===== config.mk =====
export PLATFORM = sky130hd
export DESIGN_NAME = scheduled_date_calculator
export DESIGN_NICKNAME = d
export VERILOG_FILES = /design/src/rtl/sdc_pkg.sv /design/src/rtl/sdc_front.sv /design/src/rtl/sdc_mid_queue.sv /design/src/rtl/sdc_back.sv /design/src/rtl/scheduled_date_calculator.sv
export VERILOG_INCLUDE_DIRS = /design/src /design/src/rtl
export SDC_FILE = /design/constraint.sdc
export NUM_CORES = 2
export LEC_CHECK = 0
export ABC_AREA = 1
export ABC_CLOCK_PERIOD_IN_PS = 13150
export BUFFER_PORTS_ARGS = -buffer_cell sky130_fd_sc_hd__buf_4
export CAP_MARGIN = 20
export CELL_PAD_IN_SITES_DETAIL_PLACEMENT = 0
export CELL_PAD_IN_SITES_GLOBAL_PLACEMENT = 1
export CORE_ASPECT_RATIO = 0.6
export CORE_UTILIZATION = 45
export DETAILED_ROUTE_END_ITERATION = 8
export PLACE_DENSITY_LB_ADDON = 0.1
export REMOVE_ABC_BUFFERS = 1
export SYNTH_ARGS = -nofsm -noshare
export SYNTH_HDL_FRONTEND = slang
export SYNTH_SLANG_ARGS = --single-unit

===== constraint.sdc =====
create_clock -name clk -period 13.15 [get_ports clk]
set_input_delay 2.63 -clock clk [delete_from_list [all_inputs] [get_ports clk]]
set_output_delay 2.63 -clock clk [all_outputs]
set_load 0.1 [all_outputs]

===== src/rtl/scheduled_date_calculator_macros.svh =====
// ----------------------------------------------------------------------------
// Scheduled date calculator assertion macros
// Concurrent check wrappers on clk with rst as the disable; empty for synthesis.
// ----------------------------------------------------------------------------
`ifndef SCHEDULED_DATE_CALCULATOR_MACROS_SVH
`define SCHEDULED_DATE_CALCULATOR_MACROS_SVH
`ifndef SYNTHESIS
// Check a property at every clock edge outside reset
`define SDC_ASSERT(lbl, prop, msg) \
  lbl: assert property (@(posedge clk) disable iff (rst) (prop)) else $error(msg);
// Check that a condition is followed in the next cycle by an outcome
`define SDC_ASSERT_NEXT(lbl, cond, nxt, msg) \
  lbl: assert property (@(posedge clk) disable iff (rst) (cond) |=> (nxt)) else $error(msg);
`else
`define SDC_ASSERT(lbl, prop, msg)
`define SDC_ASSERT_NEXT(lbl, cond, nxt, msg)
`endif
`endif


===== src/rtl/sdc_pkg.sv =====
// ----------------------------------------------------------------------------
// Scheduled date calculator package
// Word types, mode codes, queue sizes and calendar helper functions.
// ----------------------------------------------------------------------------
`default_nettype none

package sdc_pkg;

  // Request modes
  localparam logic [2:0] MODE_TIME      = 3'd0;
  localparam logic [2:0] MODE_TIME_WEEK = 3'd1;
  localparam logic [2:0] MODE_WDAY      = 3'd2;
  localparam logic [2:0] MODE_WDAY_WEEK = 3'd3;
  localparam logic [2:0] MODE_MDAY      = 3'd4;

  // Calendar constants
  localparam int MONTHS       = 12;
  localparam int YEAR_OFFSET  = 399;   // 400-year shift keeps the weekday sum positive

  // Reciprocal multipliers: v / 100 exact for v < 2^15, v / 7 exact for v < 2^15
  localparam logic [12:0] DIV100_MUL   = 13'd5243;
  localparam int          DIV100_SHIFT = 19;
  localparam logic [14:0] DIV7_MUL     = 15'd18725;
  localparam int          DIV7_SHIFT   = 17;

  // Queue sizes (powers of two, pointers wrap naturally)
  localparam int MID_DEPTH = 4;
  localparam int MID_AW    = $clog2(MID_DEPTH);
  localparam int MID_CW    = $clog2(MID_DEPTH + 1);
  localparam int OUT_DEPTH = 8;
  localparam int OUT_AW    = $clog2(OUT_DEPTH);
  localparam int OUT_CW    = $clog2(OUT_DEPTH + 1);

  // Input word
  typedef struct packed {
    logic [13:0] cur_year;
    logic [3:0]  cur_month;
    logic [4:0]  cur_mday;
    logic [8:0]  cur_yday;
    logic [2:0]  cur_wday;
    logic [4:0]  cur_hour;
    logic [5:0]  cur_min;
    logic [4:0]  req_hour;
    logic [5:0]  req_min;
    logic [2:0]  mode;
    logic [3:0]  req_index;
    logic [4:0]  req_mday;
  } req_word_t;

  // Result word
  typedef struct packed {
    logic [13:0] out_year;
    logic [3:0]  out_month;
    logic [4:0]  out_mday;
    logic [8:0]  out_yday;
    logic [2:0]  out_wday;
  } sched_word_t;

  // Classified word between the front end and the back end
  typedef struct packed {
    logic [13:0] year0;       // current year
    logic [13:0] year1;       // next year, wrapped
    logic [7:0]  cent0;       // year0 / 100
    logic [7:0]  cent1;       // year1 / 100
    logic        month_mode;
    logic        next_year;   // month-day date already passed this year
    logic [3:0]  mon;         // clamped month (month mode)
    logic [4:0]  mday;        // clamped day (month mode)
    logic [8:0]  cyday;       // current day of year, unclamped
    logic [3:0]  inc;         // days to step forward (other modes)
    logic [2:0]  wday;        // result weekday (other modes)
  } job_word_t;

  // Quotient by 100 through a reciprocal multiply
  function automatic logic [7:0] div100(input logic [14:0] v);
    logic [27:0] prod;
    prod = 28'(v) * 28'(DIV100_MUL);
    return 8'(prod >> DIV100_SHIFT);
  endfunction

  // Gregorian leap test from the year and its hundreds quotient
  function automatic logic is_leap(input logic [13:0] y, input logic [7:0] cent);
    logic [14:0] rem;
    rem = 15'(y) - 15'(cent) * 15'd100;
    return (y[1:0] == 2'd0) && ((rem != 15'd0) || (cent[1:0] == 2'd0));
  endfunction

  // Day of year on which a month starts
  function automatic logic [8:0] month_start(input logic [3:0] m, input logic leap);
    logic [8:0] base;
    unique case (m)
      4'd0:    base = 9'd0;
      4'd1:    base = 9'd31;
      4'd2:    base = 9'd59;
      4'd3:    base = 9'd90;
      4'd4:    base = 9'd120;
      4'd5:    base = 9'd151;
      4'd6:    base = 9'd181;
      4'd7:    base = 9'd212;
      4'd8:    base = 9'd243;
      4'd9:    base = 9'd273;
      4'd10:   base = 9'd304;
      default: base = 9'd334;
    endcase
    return base + (((leap) && (m >= 4'd2)) ? 9'd1 : 9'd0);
  endfunction

endpackage

`default_nettype wire


===== src/rtl/sdc_front.sv =====
// ----------------------------------------------------------------------------
// Scheduled date calculator front end
// Decodes the mode, settles time and date comparisons and the day step.
// ----------------------------------------------------------------------------
`default_nettype none

module sdc_front (
  input  sdc_pkg::req_word_t request,
  input  logic               push,
  input  logic               full,
  output logic               wr_en,
  output sdc_pkg::job_word_t job
);
  import sdc_pkg::*;

  logic [13:0] year1;
  logic        month_mode;
  logic        wday_mode;
  logic        week_mode;
  logic        time_late;
  logic [3:0]  mon_c;
  logic [4:0]  mday_c;
  logic [2:0]  cw;
  logic [2:0]  w;
  logic [2:0]  delta;
  logic [3:0]  inc;
  logic [2:0]  wday;

  // Accept a word whenever the queue has room
  assign wr_en = push && !full;

  // Decode the mode; unused codes behave as time only
  always_comb begin
    month_mode = 1'b0;
    wday_mode  = 1'b0;
    week_mode  = 1'b0;
    unique case (request.mode)
      MODE_MDAY:      month_mode = 1'b1;
      MODE_TIME_WEEK: week_mode  = 1'b1;
      MODE_WDAY:      wday_mode  = 1'b1;
      MODE_WDAY_WEEK: begin
        wday_mode = 1'b1;
        week_mode = 1'b1;
      end
      default: ;
    endcase
  end

  // Classify time, weekday and month-day
  always_comb begin
    year1     = request.cur_year + 14'd1;
    time_late = (request.req_hour < request.cur_hour) ||
                ((request.req_hour == request.cur_hour) &&
                 (request.req_min <= request.cur_min));
    mon_c  = (request.req_index > 4'd11) ? 4'd11 : request.req_index;
    mday_c = (request.req_mday == 5'd0) ? 5'd1 : request.req_mday;
    cw     = (request.cur_wday == 3'd7) ? 3'd0 : request.cur_wday;
    // fold the weekday index into 0..6
    if (request.req_index >= 4'd14) begin
      w = 3'(request.req_index - 4'd14);
    end else if (request.req_index >= 4'd7) begin
      w = 3'(request.req_index - 4'd7);
    end else begin
      w = 3'(request.req_index);
    end
    delta = (w >= cw) ? (w - cw) : 3'(4'(w) + 4'd7 - 4'(cw));
    // step forward in days and the weekday that lands there
    if (wday_mode) begin
      wday = w;
      inc  = 4'(delta) + (((time_late && (w == cw)) || week_mode) ? 4'd7 : 4'd0);
    end else if (week_mode) begin
      wday = cw;
      inc  = 4'd7;
    end else if (time_late) begin
      wday = (cw == 3'd6) ? 3'd0 : cw + 3'd1;
      inc  = 4'd1;
    end else begin
      wday = cw;
      inc  = 4'd0;
    end
  end

  // Build the classified word
  always_comb begin
    job.year0      = request.cur_year;
    job.year1      = year1;
    job.cent0      = div100(15'(request.cur_year));
    job.cent1      = div100(15'(year1));
    job.month_mode = month_mode;
    job.next_year  = (mon_c < request.cur_month) ||
                     ((mon_c == request.cur_month) && (mday_c < request.cur_mday));
    job.mon        = mon_c;
    job.mday       = mday_c;
    job.cyday      = request.cur_yday;
    job.inc        = inc;
    job.wday       = wday;
  end

endmodule

`default_nettype wire


===== src/rtl/sdc_mid_queue.sv =====
// ----------------------------------------------------------------------------
// Scheduled date calculator middle queue
// Short register queue of classified words between front end and back end.
// ----------------------------------------------------------------------------
`default_nettype none
`include "scheduled_date_calculator_macros.svh"

module sdc_mid_queue (
  input  logic               clk,
  input  logic               rst,
  input  logic               wr_en,
  input  sdc_pkg::job_word_t wr_word,
  input  logic               rd_en,
  output sdc_pkg::job_word_t rd_word,
  output logic               full,
  output logic               empty
);
  import sdc_pkg::*;

  job_word_t         mem [MID_DEPTH];
  logic [MID_AW-1:0] wr_ptr;
  logic [MID_AW-1:0] rd_ptr;
  logic [MID_CW-1:0] count;
  logic [MID_CW-1:0] count_next;

  assign full    = (count == MID_CW'(MID_DEPTH));
  assign empty   = (count == '0);
  assign rd_word = mem[rd_ptr];

  // Track occupancy
  always_comb begin
    count_next = count;
    if (wr_en && !rd_en) begin
      count_next = count + MID_CW'(1);
    end else if (!wr_en && rd_en) begin
      count_next = count - MID_CW'(1);
    end
  end

  // Advance pointers and count
  always_ff @(posedge clk) begin
    if (rst) begin
      wr_ptr <= '0;
      rd_ptr <= '0;
      count  <= '0;
    end else begin
      if (wr_en) begin
        wr_ptr <= wr_ptr + MID_AW'(1);
      end
      if (rd_en) begin
        rd_ptr <= rd_ptr + MID_AW'(1);
      end
      count <= count_next;
    end
  end

  // Store words
  always_ff @(posedge clk) begin
    if (wr_en) begin
      mem[wr_ptr] <= wr_word;
    end
  end

  `SDC_ASSERT(a_mid_count_range, count <= MID_CW'(MID_DEPTH), "mid queue count out of range")
  `SDC_ASSERT(a_mid_no_overflow, !(wr_en && full), "mid queue written while full")
  `SDC_ASSERT(a_mid_no_underflow, !(rd_en && empty), "mid queue read while empty")
  `SDC_ASSERT_NEXT(a_mid_grow, wr_en && !rd_en, count == $past(count) + MID_CW'(1), "mid queue count did not grow")

endmodule

`default_nettype wire


===== src/rtl/sdc_back.sv =====
// ----------------------------------------------------------------------------
// Scheduled date calculator back end
// Three-stage date pipeline (year and day of year, month split and century
// quotient, weekday residue) feeding a result queue under credit control.
// ----------------------------------------------------------------------------
`default_nettype none
`include "scheduled_date_calculator_macros.svh"

module sdc_back (
  input  logic                 clk,
  input  logic                 rst,
  input  logic                 job_valid,
  input  sdc_pkg::job_word_t   job,
  output logic                 job_pop,
  input  logic                 pop,
  output logic                 empty,
  output sdc_pkg::sched_word_t schedule
);
  import sdc_pkg::*;

  localparam int SUM_W = OUT_CW + 1;

  // Stage A signals
  logic        leap0;
  logic        leap1;
  logic [8:0]  len;
  logic [8:0]  cy;
  logic [9:0]  yd;
  logic [13:0] a_year;
  logic        a_leap;
  logic [8:0]  a_yday;

  // Stage 1 registers
  logic        s1_valid;
  logic        s1_month_mode;
  logic [13:0] s1_year;
  logic        s1_leap;
  logic [8:0]  s1_yday;
  logic [3:0]  s1_mon;
  logic [4:0]  s1_mday;
  logic [2:0]  s1_wday;

  // Stage B signals
  logic [3:0]  search_mon;
  logic [3:0]  b_mon;
  logic [4:0]  b_mday;
  logic [14:0] b_p;

  // Stage 2 registers
  logic        s2_valid;
  logic        s2_month_mode;
  logic [13:0] s2_year;
  logic [8:0]  s2_yday;
  logic [3:0]  s2_mon;
  logic [4:0]  s2_mday;
  logic [2:0]  s2_wday;
  logic [14:0] s2_p;
  logic [7:0]  s2_cent;

  // Stage C signals
  logic [14:0] c_dsum;
  logic [29:0] c_prod;

  // Stage 3 registers
  logic        s3_valid;
  logic        s3_month_mode;
  logic [13:0] s3_year;
  logic [8:0]  s3_yday;
  logic [3:0]  s3_mon;
  logic [4:0]  s3_mday;
  logic [2:0]  s3_wday;
  logic [14:0] s3_dsum;
  logic [12:0] s3_q7;

  // Result queue
  sched_word_t       out_mem [OUT_DEPTH];
  logic [OUT_AW-1:0] out_wr_ptr;
  logic [OUT_AW-1:0] out_rd_ptr;
  logic [OUT_CW-1:0] out_count;
  logic              out_rd;
  logic [14:0]       rem7;
  sched_word_t       res_word;
  logic [1:0]        inflight;

  // Issue only when the result queue can absorb every word in flight
  assign inflight = 2'(s1_valid) + 2'(s2_valid) + 2'(s3_valid);
  assign job_pop  = job_valid &&
                    ((SUM_W'(out_count) + SUM_W'(inflight)) < SUM_W'(OUT_DEPTH));

  // Stage A: leap years, final year and day of year
  always_comb begin
    leap0 = is_leap(job.year0, job.cent0);
    leap1 = is_leap(job.year1, job.cent1);
    len   = leap0 ? 9'd366 : 9'd365;
    cy    = (job.cyday >= len) ? len - 9'd1 : job.cyday;
    yd    = 10'(cy) + 10'(job.inc);
    if (job.month_mode) begin
      a_year = job.next_year ? job.year1 : job.year0;
      a_leap = job.next_year ? leap1 : leap0;
      a_yday = month_start(job.mon, a_leap) + 9'(job.mday) - 9'd1;
    end else if (yd >= 10'(len)) begin
      a_year = job.year1;
      a_leap = leap1;
      a_yday = 9'(yd - 10'(len));
    end else begin
      a_year = job.year0;
      a_leap = leap0;
      a_yday = yd[8:0];
    end
  end

  // Stage B: split day of year into month and day, century quotient
  always_comb begin
    search_mon = 4'd0;
    for (int k = 1; k < MONTHS; k++) begin
      if (s1_yday >= month_start(4'(k), s1_leap)) begin
        search_mon = search_mon + 4'd1;
      end
    end
    if (s1_month_mode) begin
      b_mon  = s1_mon;
      b_mday = s1_mday;
    end else begin
      b_mon  = search_mon;
      b_mday = 5'(s1_yday - month_start(search_mon, s1_leap) + 9'd1);
    end
    b_p = 15'(s1_year) + 15'(YEAR_OFFSET);
  end

  // Stage C: day count since the epoch and its quotient by seven
  always_comb begin
    c_dsum = 15'd1 + s2_p + (s2_p >> 2) - 15'(s2_cent) + 15'(s2_cent >> 2)
           + 15'(s2_yday);
    c_prod = 30'(c_dsum) * 30'(DIV7_MUL);
  end

  // Pipeline valid bits
  always_ff @(posedge clk) begin
    if (rst) begin
      s1_valid <= 1'b0;
      s2_valid <= 1'b0;
      s3_valid <= 1'b0;
    end else begin
      s1_valid <= job_pop;
      s2_valid <= s1_valid;
      s3_valid <= s2_valid;
    end
  end

  // Pipeline payload
  always_ff @(posedge clk) begin
    s1_month_mode <= job.month_mode;
    s1_year       <= a_year;
    s1_leap       <= a_leap;
    s1_yday       <= a_yday;
    s1_mon        <= job.mon;
    s1_mday       <= job.mday;
    s1_wday       <= job.wday;

    s2_month_mode <= s1_month_mode;
    s2_year       <= s1_year;
    s2_yday       <= s1_yday;
    s2_mon        <= b_mon;
    s2_mday       <= b_mday;
    s2_wday       <= s1_wday;
    s2_p          <= b_p;
    s2_cent       <= div100(b_p);

    s3_month_mode <= s2_month_mode;
    s3_year       <= s2_year;
    s3_yday       <= s2_yday;
    s3_mon        <= s2_mon;
    s3_mday       <= s2_mday;
    s3_wday       <= s2_wday;
    s3_dsum       <= c_dsum;
    s3_q7         <= 13'(c_prod >> DIV7_SHIFT);
  end

  // Finish the weekday and form the result word
  always_comb begin
    rem7              = s3_dsum - 15'(s3_q7) * 15'd7;
    res_word.out_year  = s3_year;
    res_word.out_month = s3_mon;
    res_word.out_mday  = s3_mday;
    res_word.out_yday  = s3_yday;
    res_word.out_wday  = s3_month_mode ? rem7[2:0] : s3_wday;
  end

  // Result queue control
  assign out_rd   = pop && !empty;
  assign empty    = (out_count == '0);
  assign schedule = out_mem[out_rd_ptr];

  always_ff @(posedge clk) begin
    if (rst) begin
      out_wr_ptr <= '0;
      out_rd_ptr <= '0;
      out_count  <= '0;
    end else begin
      if (s3_valid) begin
        out_wr_ptr <= out_wr_ptr + OUT_AW'(1);
      end
      if (out_rd) begin
        out_rd_ptr <= out_rd_ptr + OUT_AW'(1);
      end
      if (s3_valid && !out_rd) begin
        out_count <= out_count + OUT_CW'(1);
      end else if (!s3_valid && out_rd) begin
        out_count <= out_count - OUT_CW'(1);
      end
    end
  end

  // Store result words
  always_ff @(posedge clk) begin
    if (s3_valid) begin
      out_mem[out_wr_ptr] <= res_word;
    end
  end

  `SDC_ASSERT(a_credit_bound, (SUM_W'(out_count) + SUM_W'(inflight)) <= SUM_W'(OUT_DEPTH), "result queue credit exceeded")
  `SDC_ASSERT(a_yday_range, !s3_valid || (s3_yday <= 9'd365), "day of year out of range")
  `SDC_ASSERT(a_wday_residue, !(s3_valid && s3_month_mode) || (rem7 < 15'd7), "weekday residue out of range")
  `SDC_ASSERT(a_month_range, !s3_valid || ((s3_mon <= 4'd11) && (s3_mday != 5'd0)), "month or day out of range")

endmodule

`default_nettype wire


===== src/rtl/scheduled_date_calculator.sv =====
// ----------------------------------------------------------------------------
// Scheduled date calculator
// Gregorian date, day of year and weekday of the next requested occurrence.
//
//   Channel   Direction  Handshake           Word
//   request   in         push / full         sdc_pkg::req_word_t
//   schedule  out        pop / empty         sdc_pkg::sched_word_t
//
// Sustains one word per cycle each way unless full or result queue credit
// stalls it; pushed words cross the middle queue and three back-end stages.
// The century quotient and the weekday residue each take one multiply stage.
// rst clears the queues and pipeline valid bits directly; no clearing pass.
// full rises when the four-entry middle queue fills; the back end stops
// issuing once the result queue plus words in flight reach eight.
// ----------------------------------------------------------------------------
`default_nettype none

module scheduled_date_calculator (
  input  logic                 clk,
  input  logic                 rst,
  input  logic                 push,
  output logic                 full,
  input  sdc_pkg::req_word_t   request,
  input  logic                 pop,
  output logic                 empty,
  output sdc_pkg::sched_word_t schedule
);
  import sdc_pkg::*;

  logic      mid_wr;
  job_word_t mid_wr_word;
  logic      mid_rd;
  job_word_t mid_rd_word;
  logic      mid_empty;

  // Classify incoming words
  sdc_front u_front (
    .request (request),
    .push    (push),
    .full    (full),
    .wr_en   (mid_wr),
    .job     (mid_wr_word)
  );

  // Decouple front end and back end
  sdc_mid_queue u_mid_queue (
    .clk     (clk),
    .rst     (rst),
    .wr_en   (mid_wr),
    .wr_word (mid_wr_word),
    .rd_en   (mid_rd),
    .rd_word (mid_rd_word),
    .full    (full),
    .empty   (mid_empty)
  );

  // Compute dates and queue results
  sdc_back u_back (
    .clk       (clk),
    .rst       (rst),
    .job_valid (!mid_empty),
    .job       (mid_rd_word),
    .job_pop   (mid_rd),
    .pop       (pop),
    .empty     (empty),
    .schedule  (schedule)
  );

endmodule

`default_nettype wire

# Word level (Yosys, flattened, before mapping)
# Memory sizes are Yosys's and may differ from the RTL's. A register that Yosys moved wholly into a read port is not among the register bits.
# Cells that the tools add are included.
[totals]
mem_bits_ro = 288
elab_cells = 231
n_memories = 4
register_bits = 168
ram_bits = 564
output_inout_bits = 37
in_bits = 73
[mem_list]
columns = ["memory", "depth", "word_bits", "rd", "rd_ports_with_merged_regs", "write_ports", "line", "source"]
rows = [
  ["u_mid_queue.mem", 4, 71, 1, 1, 1, "sdc_mid_queue.sv:20", "job_word_t mem [MID_DEPTH];"],
  ["u_back.out_mem", 8, 35, 1, 1, 1, "sdc_back.sv:76", "sched_word_t out_mem [OUT_DEPTH];"],
  ["(no name shown)", 16, 9, 1, 0, 0, "sdc_pkg.sv:91", "unique case (m)"],
  ["(no name shown)", 16, 9, 1, 0, 0, "sdc_pkg.sv:91", ""],
]
[op_classes]
mux = 58
addsub = 57
n_reduce_logical = 39
mul = 7
n_eq_ne = 10
magnitude_cmp = 24
[ops]
columns = ["cell", "count"]
rows = [
  [">= comparator 9 bit", 11],
  ["two-way mux 4 bit", 16],
  ["multiplier 14 x 13 -> 27 bit, second input constant", 2],
  ["two-way mux 14 bit", 3],
  ["two-way mux 3 bit", 14],
  ["adder 4 x 1 -> 4 bit, second input constant", 10],
  ["adder 8 x 9 -> 9 bit, first input constant", 4],
  ["two-way mux 9 bit", 4],
  ["multiplier 15 x 15 -> 30 bit, second input constant", 1],
  ["nonzero test 15 bit", 2],
  ["subtractor 14 x 15 -> 15 bit", 2],
  ["adder 9 bit, first input constant", 3],
  ["multiplier 15 x 13 -> 27 bit, second input constant", 1],
  ["multiplier 8 x 5 -> 13 bit, second input constant", 2],
  ["adder 7 x 9 -> 9 bit, first input constant", 2],
  ["subtractor 9 x 1 -> 9 bit, second input constant", 2],
  ["adder 1 x 15 -> 15 bit, first input constant", 1],
  ["adder 14 x 9 -> 15 bit, second input constant", 1],
  ["adder 15 x 13 -> 15 bit", 1],
  ["adder 15 x 6 -> 15 bit", 1],
  ["adder 15 x 9 -> 15 bit", 1],
  ["two-way mux 1 bit", 15],
  ["two-way mux 5 bit", 3],
  ["subtractor 15 x 8 -> 15 bit", 1],
  ["other kinds (49)", 92],
]

# Logic depth before layout (Yosys ltp)
[depth]
ltp_word = 29
ltp_mapped = 61
ltp_nobuf = 58

# Cells and area by module
# From an unflattened synthesis, not the netlist that was laid out.
[hier_totals]
hier_cells = 4674
hier_area_um2 = 47246.6
[by_module_without_submodules]
columns = ["module", "area_per_inst_um2", "cells_per_inst", "seq_area_each_um2", "instances"]
rows = [
  ["sdc_back", 27084.7, 2741, 11491.0, 1],
  ["sdc_mid_queue", 10975.5, 745, 8708.4, 1],
  ["sdc_front", 9182.6, 1187, 0.0, 1],
  ["scheduled_date_calculator", 3.8, 1, 0.0, 1],
]

# Worst setup path after synthesis
# Ideal clock, no wire load.
[synth_path]
path_kind = "register -> register"
from = "reg with a tool-made name"
to = "reg u_back.s1_yday[5]"
setup_ns = 0.132
path_buffers = 8
path_stages_with_launch = 58
t_arrival_ns = 9.108
t_required_ns = 13.018
setup_slack_ns = 3.910
synth_period_minus_slack_ns = 9.240
path_cell_list = "dfxtp_1 > buf_4 > inv_4 > buf_6 > clkbuf_1 > clkbuf_1 > clkbuf_1 > clkbuf_1 > clkbuf_1 > nand2_1 > a32oi_1 > ha_1 > ha_1 > fa_1 > ha_1 > a21oi_1 > nand2_1 > a21oi_1 > [22 not listed] > nand2_2 > inv_2 > or2_2 > ha_1 > a21oi_1 > inv_1 > a31oi_1 > nor2_1 > o21ai_0 > xor2_1 > nor2_1 > nor3_2 > nor2_2 > nand2_4 > nand2_2 > buf_2 > o21ai_0 > o32ai_1"
[synth_lines]
columns = ["item", "line", "source"]
rows = [
  ["end signal, assigned", "sdc_back.sv:155", "s1_yday <= a_yday;"],
  ["end, declared", "sdc_back.sv:38", "logic [8:0] s1_yday;"],
]

==> flow_summary.json <==
{
  "status": "complete, no violations",
  "cts_hold_buf": 0,
  "syn-cell-area_um2": 46000,
  "final_common_cell": "inv_1",
  "drt.antenna.violating_nets": 0,
  "dieArea_um2": 104000,
  "crit_path_frequent_cell": "nand2_1",
  "ys.flop_type": "edfxtp_1",
  "num_vias": 30000,
  "layout_common_cells": "inv_1 (743), ha_1 (583), edfxtp_1 (564)",
  "arrival_ps": 10590,
  "hold_viol": 0,
  "grt_max_degree": 85,
  "cp_slowest_cell": "buf_4",
  "finalSetupViolations": 0,
  "grt_antenna_before_repair": 6,
  "gr-total-overflow": 0,
  "drv_slew": 0,
  "wl_per_cell_um": 19.2,
  "pin_count": 110,
  "gp_routability_congestion": 0.850,
  "worst_pin_slew_ps": 1030,
  "rrSetupSlack_ps": 3090,
  "hold_path_end": "u_back.s3_wday[2]",
  "n_antenna_cell": 0,
  "hold-worst-slack_ps": 325,
  "clk-insertion-delay-late_ps": 670,
  "worstPathRequired_ps": 13690,
  "port_buffers": 109,
  "min_from": "u_back.s2_wday[2]",
  "root_buffer": "clkbuf_16",
  "dieWidth_um": 415,
  "clockBufferDepth": 3,
  "grt_pass1_wl_um": 178000,
  "async_flop_share_pct": 0,
  "core-area_um2": 101000,
  "max_stage_delay_ps": 570,
  "synth_cell_type_count": 67,
  "synth_area_per_cell_um2": 10.4,
  "r2r-end": "u_back.s1_yday[1]",
  "skew_ps": 49.1,
  "dp_hpwl_um": 83500,
  "synth.ff_latch_count": 727,
  "final.setup.tns_ps": 0,
  "vias_per_cell": 5.08,
  "postSynthCellCount": 4418,
  "grt_pass1_vias": 29200,
  "drv_cap": 0,
  "rsz0062_at_grt": "false",
  "holdPathStages": 0,
  "die_y_um": 250,
  "core.rowCount": 90,
  "cp-end-kind": "register",
  "synth-edff-count": 564,
  "initial_core_util_pct": 45.6,
  "reg2reg_depth": 51,
  "fmax_mhz": 99.4,
  "first_pass_iters": 5,
  "clkTransAtPathRegs_ps": 60,
  "cts_sinks": 727,
  "drtIter0Drc": 2429,
  "layout_min_cycle_time_ps": 10060,
  "drive_above_1_share_pct": 7.26,
  "synthToLayoutAreaGrowth_pct": 10.1,
  "path_class": "register to register",
  "cp-start-kind": "register",
  "fin_nets": 5436,
  "cp_max_fo": 55,
  "grtUsageTotal_pct": 22.5,
  "maxSlewHeadroom_pct": 30.8,
  "route.detailed.drc": 0,
  "ys_seq_area_share_pct": 43.9,
  "totalWireLength_um": 114000,
  "hp-class": "register to register",
  "cts_tree": "yes",
  "finalCritPeriodShare_pct": 76.5,
  "yosys_warnings": 0,
  "post_cts_resized": 0,
  "numCtsBuffers": 69,
  "post_cts_buffers": 0,
  "htreeDepth": 3
}
==> cell type report <==
| type | instances | area [um2] |
|---|---|---|
| Fill cell | 9177 | 50200 |
| Sequential cell | 727 | 20200 |
| Clock buffer | 97 | 1920 |
| Timing Repair Buffer | 148 | 1110 |
| Tap cell | 1334 | 1670 |
| Multi-Input combinational cell | 2814 | 22600 |
| Clock inverter | 31 | 320 |
| Inverter | 758 | 2850 |
==> worst max-delay path: cells and delay by family, from the launching register on <==
family                   cells  cell delay, ps
AO/OA/AOI/OAI               16            2680
adder cells (fa/ha/maj)      7            2480
buffers and inverters        4            1060
flip-flops                   1             470
XOR/XNOR                     2             190
AND/OR/NAND/NOR             22            3020
==> synthesized netlist by cell type, types with 5 or more instances <==
master,n,area [um2]
buf_1,13,48.8
or2_2,9,56.3
a31oi_1,48,300
clkbuf_1,98,368
dfxtp_1,163,3260
edfxtp_1,564,16900
nand2_1,510,1910
xnor2_1,38,333
a21o_1,7,52.6
o21a_1,5,37.5
o31ai_1,6,45.0
xor2_1,103,902
o211ai_1,8,60.1
inv_2,10,37.5
inv_1,744,2790
nor3_1,16,80.1
ha_1,583,7290
fa_1,262,5250
nand4_1,16,100
nor3b_1,5,37.5
nor2_2,5,31.3
a211oi_1,7,52.6
a32oi_1,38,333
nand2_2,23,144
a32o_1,11,110
o21ai_0,276,1380
nand3_1,99,495
a21oi_1,198,991
nor2_1,399,1500
o22ai_1,59,369
o21bai_1,10,75.1
nand3_2,8,80.1
o21ai_1,18,90.1
==> worst max path at each step <==
stage,from,to,slack [ps],cells past startpoint
2_1_floorplan,register,u_back.s1_yday[5],1990,49
3_3_place_gp,register,u_back.s1_year[1],3360,50
3_5_place_dp,register,u_back.s1_yday[1],3130,51
4_1_cts,register,u_back.s1_yday[1],3070,51
5_1_grt,register,u_back.s1_yday[1],1960,51
6_report,register,u_back.s1_yday[1],3090,51
==> per-stage QoR <==
step	util, %	setup slack, ps	cells	instance area [um2]
after global routing	50.2	1960	5909	50700
after CTS	50.2	3070	5909	50700
after global placement	48.0	3360	5781	48500
after detailed placement	48.0	3130	5781	48500
after floorplan	-	1990	4299	45600
final	50.2	3090	5909	50700
==> state kept, by name (all words and copies together) (netlist names), 4 cells and up, named ones only <==
signal	flops
u_mid_queue.mem	284
u_back.out_mem	280
u_back.s2_p	15
u_back.s1_year	14
u_back.s2_year	14
u_back.s3_year	14
u_back.s1_yday	9
u_back.s2_yday	9
u_back.s3_yday	9
u_back.s2_cent	8
u_back.s1_mday	5
u_back.s2_mday	5
u_back.s3_mday	5
u_back.out_count	4
u_back.s1_mon	4
u_back.s2_mon	4
u_back.s3_mon	4
==> logic make-up (layout without fill, tap and decap cells) <==
kind of cell             Yosys count  count (layout)  share of synthesized area, %
AO/OA/AOI/OAI                    719             719                          9.00
XOR/XNOR                         141             141                          2.68
adder cells (fa/ha/maj)          845             845                          27.2
buffers and inverters            877            1034                          7.21
flip-flops                       727             727                          43.9
multiplexers                       1               1                        0.0217
AND/OR/NAND/NOR                 1108            1108                          9.97
==> metal layers <==
layer	part of all wire (%)	track usage (%)	up-vias
met2	36	28.1	613
li1	-	-	15000
met1	57	39.2	14300
met3	6.1	4.32	82
met5	0.047	0	-
met4	0.95	3.09	6
Power is not shown: default switching activity piles up to over one toggle a cycle in this logic, so the estimate is an artifact.
